## src/rtl/lidar_node_stream_parser_top_defines.svh

```systemverilog
// Assertion macros for the lidar node stream parser.
// Depends on nothing; the asserting module must have clk and arst_n in scope.
`ifndef LIDAR_NODE_STREAM_PARSER_TOP_DEFINES_SVH
`define LIDAR_NODE_STREAM_PARSER_TOP_DEFINES_SVH

// Same-cycle implication, checked outside reset.
`define LNSP_ASSERT_NOW(label, ante, cons) \
	label: assert property (@(posedge clk) disable iff (!arst_n) (ante) |-> (cons)) \
		else $error("lnsp same-cycle check failed");

// Next-cycle implication, checked outside reset.
`define LNSP_ASSERT_NEXT(label, ante, cons) \
	label: assert property (@(posedge clk) disable iff (!arst_n) (ante) |=> (cons)) \
		else $error("lnsp next-cycle check failed");

`endif

```

## src/rtl/lnsp_pkg.sv

```systemverilog
// Shared types and constants for the lidar node stream parser.
// No dependencies.
`timescale 1ns / 1ps

package lnsp_pkg;

	localparam int WINDOW_DEPTH = 7;
	localparam int NODE_LEN     = 5;
	localparam int POS_W        = $clog2(NODE_LEN);

	localparam logic [7:0] SYNC_FIRST  = 8'hA5;
	localparam logic [7:0] SYNC_SECOND = 8'h5A;

	localparam logic [15:0] TIMEOUT_RESET = 16'd500;

	// command codes
	localparam logic CMD_BYTE = 1'b0;
	localparam logic CMD_TICK = 1'b1;

	// node byte positions that carry fields
	localparam logic [POS_W-1:0] POS_FLAGS   = POS_W'(0);
	localparam logic [POS_W-1:0] POS_CHECK   = POS_W'(1);
	localparam logic [POS_W-1:0] POS_DIST_LO = POS_W'(3);
	localparam logic [POS_W-1:0] POS_LAST    = POS_W'(NODE_LEN - 1);

	typedef struct packed {
		logic       command;
		logic [7:0] rx_byte;
	} in_item_t;

	typedef struct packed {
		logic        locked;
		logic        node_complete;
		logic        node_accepted;
		logic        scan_started;
		logic [31:0] byte_count;
		logic [31:0] nodes_parsed;
		logic [15:0] scan_samples;
		logic [15:0] last_scan_samples;
		logic [31:0] last_node_ms;
		logic        link_live;
	} out_item_t;

	typedef struct packed {
		logic locked;
		logic complete;
		logic accepted;
		logic start;
	} frame_res_t;

	typedef struct packed {
		logic [31:0] byte_count;
		logic [31:0] nodes_parsed;
		logic [15:0] scan_samples;
		logic [15:0] last_scan_samples;
		logic [31:0] last_node_ms;
		logic        link_live;
	} stats_res_t;

endpackage

```

## src/rtl/lidar_node_stream_parser_top.sv

```systemverilog
// Top level of the lidar node stream parser: input register, framing,
// statistics and result register. Depends on lnsp_pkg, lnsp_frame,
// lnsp_stats and lidar_node_stream_parser_top_defines.svh.
//
// Usage:
//   item channel (item_valid / item_ready / item): one word per received
//   serial byte (command = 0) or per millisecond tick (command = 1).
//   result channel (result_valid / result_ready / result): exactly one
//   word per input word, in order, with the lock flag, node verdict,
//   counters, last node time and stream-active flag after that word.
//   timeout_we / timeout_wdata: write the stream timeout in ms (reset 500);
//   write only while no word is in flight.
// Path: an accepted word is registered in the input register, then passes
// once through framing and counters into the result register.
// Throughput: one word per cycle while result_ready keeps the result
// register draining; the counter/time state closes its loop within a
// single pass, so back-to-back words are processed in turn.
// Stall: when result_ready is low with a result held, the input register
// holds one more word and item_ready drops until the result is taken.
// Reset: arst_n clears the window, lock, node position, counters, time and
// both pipeline valid flags; the timeout returns to 500.
`timescale 1ns / 1ps
`include "lidar_node_stream_parser_top_defines.svh"

module lidar_node_stream_parser_top (
	input  logic                clk,
	input  logic                arst_n,
	input  logic                item_valid,
	output logic                item_ready,
	input  lnsp_pkg::in_item_t  item,
	output logic                result_valid,
	input  logic                result_ready,
	output lnsp_pkg::out_item_t result,
	input  logic                timeout_we,
	input  logic [15:0]         timeout_wdata
);

	lnsp_pkg::in_item_t   item_s1;
	logic                 valid_s1;
	lnsp_pkg::out_item_t  result_s2;
	logic                 valid_s2;
	logic [15:0]          timeout_q;
	logic                 advance;
	logic                 is_tick;
	lnsp_pkg::frame_res_t frame_res;
	lnsp_pkg::stats_res_t stats_res;

	// advance the held word when the result register is free or draining
	assign advance    = valid_s1 && (!valid_s2 || result_ready);
	assign item_ready = !valid_s1 || advance;
	assign is_tick    = (item_s1.command == lnsp_pkg::CMD_TICK);

	assign result_valid = valid_s2;
	assign result       = result_s2;

	always_ff @(posedge clk or negedge arst_n) begin
		if (!arst_n) begin
			timeout_q <= lnsp_pkg::TIMEOUT_RESET;
		end else if (timeout_we) begin
			timeout_q <= timeout_wdata;
		end
	end

	// input register: hold one word
	always_ff @(posedge clk or negedge arst_n) begin
		if (!arst_n) begin
			valid_s1 <= 1'b0;
		end else if (item_valid && item_ready) begin
			valid_s1 <= 1'b1;
		end else if (advance) begin
			valid_s1 <= 1'b0;
		end
	end

	always_ff @(posedge clk) begin
		if (item_valid && item_ready) begin
			item_s1 <= item;
		end
	end

	lnsp_frame u_frame (
		.clk       (clk),
		.arst_n    (arst_n),
		.byte_step (advance && !is_tick),
		.rx_byte   (item_s1.rx_byte),
		.res       (frame_res)
	);

	lnsp_stats u_stats (
		.clk      (clk),
		.arst_n   (arst_n),
		.advance  (advance),
		.tick     (is_tick),
		.accepted (frame_res.accepted),
		.start    (frame_res.start),
		.timeout  (timeout_q),
		.res      (stats_res)
	);

	// result register: drop valid once taken, reload on advance
	always_ff @(posedge clk or negedge arst_n) begin
		if (!arst_n) begin
			valid_s2 <= 1'b0;
		end else if (advance) begin
			valid_s2 <= 1'b1;
		end else if (result_ready) begin
			valid_s2 <= 1'b0;
		end
	end

	always_ff @(posedge clk) begin
		if (advance) begin
			result_s2.locked            <= frame_res.locked;
			result_s2.node_complete     <= frame_res.complete;
			result_s2.node_accepted     <= frame_res.accepted;
			result_s2.scan_started      <= frame_res.start;
			result_s2.byte_count        <= stats_res.byte_count;
			result_s2.nodes_parsed      <= stats_res.nodes_parsed;
			result_s2.scan_samples      <= stats_res.scan_samples;
			result_s2.last_scan_samples <= stats_res.last_scan_samples;
			result_s2.last_node_ms      <= stats_res.last_node_ms;
			result_s2.link_live         <= stats_res.link_live;
		end
	end

	// a start flag only comes with an accepted, complete node
	`LNSP_ASSERT_NOW(a_start_needs_accept, valid_s2 && result_s2.scan_started,
		result_s2.node_accepted && result_s2.node_complete)
	// lock is sticky across results
	`LNSP_ASSERT_NEXT(a_lock_sticky, valid_s2 && result_s2.locked,
		!valid_s2 || result_s2.locked)
	// a byte always reports the stream as active
	`LNSP_ASSERT_NEXT(a_byte_active, advance && !is_tick,
		valid_s2 && result_s2.link_live)

endmodule

```

## src/rtl/lnsp_frame.sv

```systemverilog
// Sync window, lock flag and five-byte node framing/judging.
// Depends on lnsp_pkg.
`timescale 1ns / 1ps

module lnsp_frame (
	input  logic                 clk,
	input  logic                 arst_n,
	input  logic                 byte_step,
	input  logic [7:0]           rx_byte,
	output lnsp_pkg::frame_res_t res
);

	logic [7:0]                 win_q   [lnsp_pkg::WINDOW_DEPTH];
	logic [7:0]                 win_nxt [lnsp_pkg::WINDOW_DEPTH];
	logic                       lock_q;
	logic [lnsp_pkg::POS_W-1:0] pos_q;
	logic [1:0]                 flags_q;
	logic                       chk_q;
	logic [7:0]                 dist_lo_q;
	logic                       sync_hit;
	logic                       pass;
	logic                       complete;

	// shift the window by one byte
	always_comb begin
		for (int i = 0; i < lnsp_pkg::WINDOW_DEPTH - 1; i++) begin
			win_nxt[i] = win_q[i + 1];
		end
		win_nxt[lnsp_pkg::WINDOW_DEPTH - 1] = rx_byte;
	end

	assign sync_hit = (win_nxt[0] == lnsp_pkg::SYNC_FIRST) &&
		(win_nxt[1] == lnsp_pkg::SYNC_SECOND);

	assign complete = byte_step && (pos_q == lnsp_pkg::POS_LAST);
	assign pass     = (flags_q[0] != flags_q[1]) && chk_q && ({rx_byte, dist_lo_q} != 16'd0);

	assign res.locked   = lock_q || (byte_step && sync_hit);
	assign res.complete = complete;
	assign res.accepted = complete && pass;
	assign res.start    = complete && pass && flags_q[0];

	always_ff @(posedge clk or negedge arst_n) begin
		if (!arst_n) begin
			for (int i = 0; i < lnsp_pkg::WINDOW_DEPTH; i++) begin
				win_q[i] <= 8'd0;
			end
			lock_q    <= 1'b0;
			pos_q     <= '0;
			flags_q   <= 2'd0;
			chk_q     <= 1'b0;
			dist_lo_q <= 8'd0;
		end else if (byte_step) begin
			win_q  <= win_nxt;
			lock_q <= res.locked;
			case (pos_q)
				lnsp_pkg::POS_FLAGS:   flags_q   <= rx_byte[1:0];
				lnsp_pkg::POS_CHECK:   chk_q     <= rx_byte[0];
				lnsp_pkg::POS_DIST_LO: dist_lo_q <= rx_byte;
				default: ;
			endcase
			if (pos_q == lnsp_pkg::POS_LAST) begin
				pos_q <= '0;
			end else begin
				pos_q <= pos_q + 1'b1;
			end
		end
	end

endmodule

```

## src/rtl/lnsp_stats.sv

```systemverilog
// Byte/node/scan counters, millisecond time and stream-active check.
// Depends on lnsp_pkg.
`timescale 1ns / 1ps

module lnsp_stats (
	input  logic                 clk,
	input  logic                 arst_n,
	input  logic                 advance,
	input  logic                 tick,
	input  logic                 accepted,
	input  logic                 start,
	input  logic [15:0]          timeout,
	output lnsp_pkg::stats_res_t res
);

	logic [31:0] byte_total_q;
	logic [31:0] node_total_q;
	logic [15:0] scan_q;
	logic [15:0] prior_scan_q;
	logic [31:0] now_q;
	logic [31:0] last_byte_q;
	logic [31:0] last_node_q;

	logic [31:0] now_nxt;
	logic [31:0] last_byte_nxt;
	logic [31:0] elapsed;
	logic        byte_step;

	assign byte_step = advance && !tick;

	always_comb begin
		now_nxt       = now_q;
		last_byte_nxt = last_byte_q;
		res.byte_count        = byte_total_q;
		res.nodes_parsed      = node_total_q;
		res.scan_samples      = scan_q;
		res.last_scan_samples = prior_scan_q;
		res.last_node_ms      = last_node_q;
		if (advance && tick) begin
			now_nxt = now_q + 32'd1;
		end
		if (byte_step) begin
			last_byte_nxt  = now_q;
			res.byte_count = byte_total_q + 32'd1;
		end
		if (byte_step && accepted) begin
			res.nodes_parsed = node_total_q + 32'd1;
			res.last_node_ms = now_q;
			if (start) begin
				res.scan_samples = 16'd1;
				if (scan_q != 16'd0) begin
					res.last_scan_samples = scan_q;
				end
			end else begin
				res.scan_samples = scan_q + 16'd1;
			end
		end
		elapsed       = now_nxt - last_byte_nxt;
		res.link_live = (elapsed <= {16'd0, timeout});
	end

	always_ff @(posedge clk or negedge arst_n) begin
		if (!arst_n) begin
			byte_total_q <= 32'd0;
			node_total_q <= 32'd0;
			scan_q       <= 16'd0;
			prior_scan_q <= 16'd0;
			now_q        <= 32'd0;
			last_byte_q  <= 32'd0;
			last_node_q  <= 32'd0;
		end else if (advance) begin
			byte_total_q <= res.byte_count;
			node_total_q <= res.nodes_parsed;
			scan_q       <= res.scan_samples;
			prior_scan_q <= res.last_scan_samples;
			now_q        <= now_nxt;
			last_byte_q  <= last_byte_nxt;
			last_node_q  <= res.last_node_ms;
		end
	end

endmodule

```

## config.mk

```make
export PLATFORM = sky130hd
export DESIGN_NAME = lidar_node_stream_parser_top
export DESIGN_NICKNAME = d
export VERILOG_FILES = /design/src/rtl/lnsp_pkg.sv /design/src/rtl/lidar_node_stream_parser_top.sv /design/src/rtl/lnsp_frame.sv /design/src/rtl/lnsp_stats.sv
export VERILOG_INCLUDE_DIRS = /design/src /design/src/rtl
export SDC_FILE = /design/constraint.sdc
export NUM_CORES = 1
export LEC_CHECK = 0
export ABC_AREA = 1
export BUFFER_PORTS_ARGS = -buffer_cell sky130_fd_sc_hd__buf_2
export CORE_ASPECT_RATIO = 2
export CORE_MARGIN = 2
export CORE_UTILIZATION = 30
export CTS_BUF_LIST = sky130_fd_sc_hd__clkbuf_2 sky130_fd_sc_hd__clkbuf_4 sky130_fd_sc_hd__clkbuf_8
export DETAILED_ROUTE_END_ITERATION = 10
export SYNTH_ARGS = -nofsm -noshare
export SYNTH_HDL_FRONTEND = slang
export SYNTH_SLANG_ARGS = --single-unit
```

## constraint.sdc

```tcl
create_clock -name clk -period 16 [get_ports clk]
set_input_delay 0 -clock clk [delete_from_list [all_inputs] [get_ports clk]]
set_output_delay 0 -clock clk [all_outputs]
set_load 0.01 [all_outputs]
```

==> results.yml, run 1 <==
global_routing:
  grt_pass1_wl_um: 80780
  grt.total_usage: 0.1513
  gr-total-overflow: 0
  grt_pass1_vias: 14974
  antenna_found_initial: 1
  grt_max_degree: 88
sta:
  rsz0062_at_grt: "no"
  tightest_slew_ps: 1116
  fmax_ghz: 0.1536
  setup_viol: 0
  finalMaxSlewViolations: 0
  fin_crit_sh: 0.4068
  max_slew_margin: 0.2559
  fin_ws_ps: 9491
  whs_ps: 80.73
  fin_setup_tns_ps: 0
  hold_violations: 0
  period_needed_ps: 6509
  skew_ps: 29.93
final_layout:
  post-route-util: 0.3615
  final_nets: 2356
  layout-drive-gt1-share: 0.1611
  area_growth_pct: 19.52
critical_path:
  r2r_cells: 27
  critPathMaxFanout: 87
  critPathKind: "reg2reg"
  worst-path-stages: 27
  crit_path_start_kind: "register"
  end_kind: "register"
  cpMostUsedCell: "nand3_1"
  critical-path-max-stage-delay_ps: 650
  critPathTopFamily: "simple AND/OR/NAND/NOR gates"
  critPathBufInv: 3
  critical_path.slowest_cell: "buf_4"
  crit_required_ps: 16520
  critPathArrivalTime_ps: 7030
power:
  leakagePower_nw: 11.35
  ir_worst_vdd_v: 0.00005691
  powerDensity_nw_per_um2: 133.5
yosys:
  yosysUniqueCellTypes: 54
  avgSynthCellArea_um2: 9.818
  synth_top_area_frac: 0.3369
  yosysSeqAreaShare: 0.5599
  post_synth_instance_area_um2: 19830
  yosysWarnings: 0
  synth.area.top_cells: "dfrtp_1, edfxtp_1, nand2_1"
  syn-num-nets: 2106
  synthCells: 2020
  yosys.area.top_type: "dfrtp_1"
  ys_ff_latch: 415
floorplanning:
  core_area_um2: 65570
  die_w_um: 185.8
  placementRows: 133
  initial_core_util: 0.3025
  ioPinCount: 165
  chipHeight_um: 367.6
  die_area_um2: 68300
drt:
  viasPerCell: 4.575
  ant_nets: 0
  drc: 0
  via_count: 14640
  routedWlPerCell_um: 16.07
  drtPass1Iterations: 5
  drtIter0Drc: 725
  routed_wl_um: 51420
flow_run:
  drv_cap: 0
hold_path:
  min_path_cells: 2
  hp-class: "in2reg"
place:
  dp_hpwl_um: 38080
  gp_congestion: 0.9222
  pre_cts_ws_ps: 9391
  portBuffers: 164
cts:
  tritoncts: "built"
  clockBufferDepth: 3
  cts_root_buf: "clkbuf_8"
  clock_sink_count: 415
  clk_latency_ps: 660
  cts_buffers: 60
  htree_levels: 2
  clk_pin_slew_ps: 70
run_status:
  status: "complete, no violations"
==> kinds of logic after synthesis <==
logic type / count (synthesis) / share of synthesized area
compound gates: 268 / 0.07502
xor+xnor: 178 / 0.07861
fa+ha+maj: 56 / 0.03571
buf+inv: 270 / 0.05224
flops: 415 / 0.5599
mux: 7 / 0.003975
simple gates: 826 / 0.1946
==> state kept, by name (all words and copies together) (netlist names), 2 cells and up, named ones only <==
name / cells
item_s1: 8
u_stats.prior_scan_q: 16
u_stats.byte_total_q: 32
u_stats.last_node_q: 32
result: 133
u_stats.now_q: 28
u_stats.last_byte_q: 32
u_stats.scan_q: 16
u_frame.dist_lo_q: 8
u_stats.node_total_q: 32
u_frame.win_nxt: 48
u_frame.flags_q: 2
u_frame.pos_q: 3
timeout_q: 16
==> routing by layer <==
layer	wire [um]	track usage	vias to the layer above
met5	0	0	-
met4	3220	0.09101	0
met3	1890	0.01864	131
met2	26360	0.2711	351
met1	19950	0.1683	7026
li1	-	-	7132
==> power by group <==
part | total [mW] | internal, mW | switching [mW]
Combinational | 0.785 | 0.283 | 0.502
Clock | 0.985 | 0.543 | 0.442
Sequential | 1.39 | 1.30 | 0.0968
Total | 3.16 | 2.12 | 1.04
==> worst paths after layout <==
check,from,slack [ps],to
max in group asynchronous,arst_n,12760,u_frame.win_nxt[30]
setup / recovery,result_valid,9490,result[0]
hold reg to reg,u_frame.win_nxt[30],470,u_frame.win_nxt[30]
setup reg to reg,result_valid,9490,result[0]
hold / removal,item[0],80,item_s1[0]
min in group asynchronous,arst_n,510,timeout_q[2]
==> through the flow <==
step | area (um^2) | power [mW] | cells
after floorplan | 19830 | 1.920 | 2020
after global placement | 21640 | 2.164 | 3022
after detailed placement | 21640 | 2.190 | 3022
after CTS | 23700 | 3.212 | 3199
after global routing | 23700 | 3.373 | 3200
final | 23700 | 3.163 | 3200
==> final cells by class <==
| class | count | area (um^2) |
|---|---|---|
| fill | 6721 | 41860 |
| sequential | 415 | 11100 |
| multi-input combinational | 1335 | 7715 |
| timing repair buffer | 235 | 1539 |
| tap | 877 | 1097 |
| clock buffer | 66 | 889.6 |
| inverter | 223 | 837.1 |
| clock inverter | 48 | 519.2 |
| antenna | 1 | 2.502 |
==> cells in the final DEF (no fill, tap or decap), drive strengths merged <==
master | synthesis | final
a21boi | 1 | 1
a21oi | 56 | 56
a22oi | 2 | 2
a31o | 2 | 2
a31oi | 4 | 4
and3 | 5 | 5
buf | 14 | 173
bufinv | 0 | 10
clkbuf | 33 | 66
clkinv | 1 | 30
clkinvlp | 0 | 8
dfrtp | 267 | 267
dfstp | 6 | 6
diode | 0 | 1
dlygate4sd3 | 0 | 62
edfxtp | 142 | 142
fa | 1 | 1
ha | 55 | 55
inv | 222 | 223
mux2 | 7 | 7
nand2 | 485 | 485
nand3 | 73 | 73
nand3b | 6 | 6
nand4 | 38 | 38
nor2 | 112 | 112
nor3 | 53 | 53
nor3b | 2 | 2
nor4 | 21 | 21
nor4b | 1 | 1
o21a | 37 | 37
o21ai | 158 | 158
o21bai | 5 | 5
o22a | 2 | 2
o31ai | 1 | 1
or2 | 28 | 28
or3b | 2 | 2
xnor2 | 49 | 49
xor2 | 129 | 129
==> what timing repair did <==
item | 4_1_cts | 5_1_grt
resized for setup | 0 | 0
hold buffers | 63 | 0
buffers inserted | 0 | 0
hold endpoints to repair | 102 | 0
==> cell usage after synthesis (all sizes together) <==
library cell	n
buf	14
nor3b	2
clkinv	1
nor4	21
o21ai	158
and3	5
a21oi	56
or3b	2
mux2	7
o22a	2
or2	28
nor2	112
nor4b	1
o31ai	1
a22oi	2
nand3b	6
o21a	37
clkbuf	33
a21boi	1
a31o	2
ha	55
dfstp	6
a31oi	4
nand4	38
edfxtp	142
nand2	485
xnor2	49
nand3	73
xor2	129
dfrtp	267
inv	222
o21bai	5
nor3	53
fa	1
No activity file was read; power rests on OpenSTA's default activity.
==> run 2: changes to the inputs <==
--- a/config.mk
+++ b/config.mk
@@ -6,7 +6,7 @@
 export SDC_FILE = /design/constraint.sdc
 export NUM_CORES = 1
 export LEC_CHECK = 0
-export ABC_AREA = 1
+export ABC_AREA = 0
 export BUFFER_PORTS_ARGS = -buffer_cell sky130_fd_sc_hd__buf_2
 export CORE_ASPECT_RATIO = 2
 export CORE_MARGIN = 2
==> constraint.sdc (replaced) <==
create_clock -name clk -period 6.6 [get_ports clk]
set_input_delay 0 -clock clk [delete_from_list [all_inputs] [get_ports clk]]
set_output_delay 0 -clock clk [all_outputs]
set_load 0.01 [all_outputs]
==> run 2 against run 1 <==
  * Sequential power is 130% higher
  * Sequential share of layout area is 2.4 points higher
  * Synthesized area is 5.1% lower
  * Wire length is 18% lower
  * Via count is 12% lower
  * Setup slack worse by 8500 ps
  * Clock power is 140% higher
  * Combinational power is 78% higher
  * Largest power group unchanged
  * Highest routed layer unchanged
==> results.yml, run 2 <==
global_routing:
  grt_pass1_vias: 13220
  antenna_found_initial: 1
  grt_pass1_wl_um: 69020
  grt.total_usage: 0.1320
  grt_max_degree: 121
  gr-total-overflow: 0
run_status:
  status: "complete, no violations"
final_layout:
  finalNonFillerCells: 2808
  final_cell_mix: "nand2_1, dfrtp_1, buf_2"
  final_nets: 2055
  multi_input_area_um2: 7191
  final_common_cell: "nand2_1"
  largest_register_ffs: 133
  ff_latch_area_um2: 11100
  area_growth_pct: 19.81
  n_fill_cell: 6233
  layout-drive-gt1-share: 0.1757
  post-route-util: 0.3637
yosys:
  yosysUniqueCellTypes: 72
  async_flop_share: 0.6578
  ys_ff_latch: 415
  synth_edf_count: 142
  yosysMostFrequentCell: "nand2_1"
  yosys.area.top_type: "dfrtp_1"
  synth.area.top_cells: "dfrtp_1, edfxtp_1, nand2_1"
  synth.cells.most_frequent: "nand2_1, dfrtp_1, xnor2_1, edfxtp_1, xor2_1"
  synth_ff_type: "dfrtp_1"
  syn-num-nets: 1818
  post_synth_instance_area_um2: 18810
  avgSynthCellArea_um2: 10.86
  synth_top_area_frac: 0.3552
  yosysWarnings: 0
  synthCells: 1732
  yosysSeqAreaShare: 0.5902
critical_path:
  critPathArrivalTime_ps: 6090
  ff2ff_setup_slack_ps: 1030
  crit_path_start_kind: "register"
  cp-startpoint: "result_valid"
  end_kind: "register"
  r2r_cells: 24
  critPathMaxFanout: 5
  rr_endpoint: "result[0]"
  crit_required_ps: 7120
  rr_startpoint: "result_valid"
  critPathKind: "reg2reg"
cts:
  cts_buffers: 60
  clock_sink_count: 415
  clockBufferDepth: 3
  cts.repair.resized: 0
  tritoncts: "built"
  clk_latency_ps: 650
  holdBufCountCts: 68
  htree_levels: 2
  cts_setup_buffers: 0
  clk_pin_slew_ps: 70
  cts_root_buf: "clkbuf_8"
drt:
  ant_nets: 0
  drtIter0Drc: 661
  via_count: 12822
  drtPass1Iterations: 4
  routed_wl_um: 42400
  routedWlPerCell_um: 15.10
  viasPerCell: 4.566
  drc: 0
power:
  powerDensity_nw_per_um2: 308.3
  leakagePower_nw: 10.68
  ir_worst_vdd_v: 0.0001349
sta:
  max_slew_margin: 0.3679
  fmax_ghz: 0.1795
  tightest_slew_ps: 948.2
  hold_violations: 0
  period_needed_ps: 5571
  setup_viol: 0
  rsz0062_at_grt: "no"
  skew_ps: 33.79
  fin_crit_sh: 0.8441
  fin_setup_tns_ps: 0
  finalMaxSlewViolations: 0
floorplanning:
  initial_core_util: 0.3035
  chipHeight_um: 358.1
  die_w_um: 181.1
  ioPinCount: 165
  die_area_um2: 64850
  core_area_um2: 61980
  placementRows: 129
hold_path:
  hp-class: "in2async"
place:
  gp_congestion: 0.8540
  dp_hpwl_um: 30080
  portBuffers: 164
  dp.cells: 2625
flow_run:
  drv_cap: 0
-- run 2: cell types whose count changed after synthesis, sizes merged, moves of 19 or more --
cell,delta
o21ai,-105
o21a,-36
or2,-26
mux2,+28
xnor2,+101
nor3,-33
inv,-159
and3,+19
nand3,-28
xor2,-62
nor2,-48
-- run 2: power by group --
| group | leakage [nW] | internal [mW] | switching [mW] |
|---|---|---|---|
| clock network | 0.745 | 1.35 | 1.02 |
| registers | 5.04 | 2.99 | 0.198 |
| logic | 4.90 | 0.590 | 0.805 |
-- run 2: area by class of cell --
cell class	count	share of cell area
Antenna cell	1	0.0001110
Multi-Input combinational cell	1185	0.3190
Clock buffer	92	0.05063
Tap cell	786	0.04363
Clock inverter	22	0.01243
Timing Repair Buffer	244	0.07106
Sequential cell	415	0.4926
Inverter	63	0.01049
-- run 2: per-stage QoR --
stage	power (mW)	setup slack (ps)	hold WS (ps)	instance area, um^2
6_report	6.950	1029	39.88	22540
5_1_grt	7.413	430.7	47.34	22540
4_1_cts	7.093	911.5	0.8490	22540
3_5_place_dp	4.629	974.4	171.5	20430
3_3_place_gp	4.583	1007	164.6	20430
2_1_floorplan	4.176	1393	-295.6	18810
-- run 2: logic make-up after synthesis --
kind of cell,Yosys count,synth area share
and+or+nand+nor,721,0.1709
DFF,415,0.5902
xor gates and xnor gates,217,0.1018
AOI/OAI and AO/OA,151,0.04776
buffers and inverters,132,0.02807
adders and majority gates,56,0.03765
muxes,40,0.02361
-- run 2: critical path, cell delays in order (launching register included) --
cell and delay, ps:
dfrtp_1 390, nor2b_4 150, nor2_1 310, nand4_1 330, nor2_1 240, nand2_1 120
xnor2_1 150, ha_1 320, a21oi_1 280, nand2_1 80, o21ai_0 290, nand2_1 180
a21o_1 210, a21oi_1 160, xnor2_1 140, ha_1 260, nand4_1 110, nor2_1 70
a221o_1 330, o31ai_1 370, o2111ai_1 170, nor4_1 300, nand4_1 140, nor4_2 150
o311a_1 190
-- run 2: worst max-delay path by stage --
stage | slack, ps | to
2_1_floorplan | 1390 | result[0]
3_3_place_gp | 1010 | result[0]
3_5_place_dp | 970 | result[0]
4_1_cts | 910 | result[0]
5_1_grt | 430 | result[0]
6_report | 1030 | result[0]
-- run 2: layer usage --
layer,global-route usage,vias to the layer above,share of wire
li1,-,6291,-
met1,0.1516,6135,0.41
met2,0.2404,305,0.50
met3,0.01970,91,0.042
met4,0.06293,0,0.041
met5,0,-,0
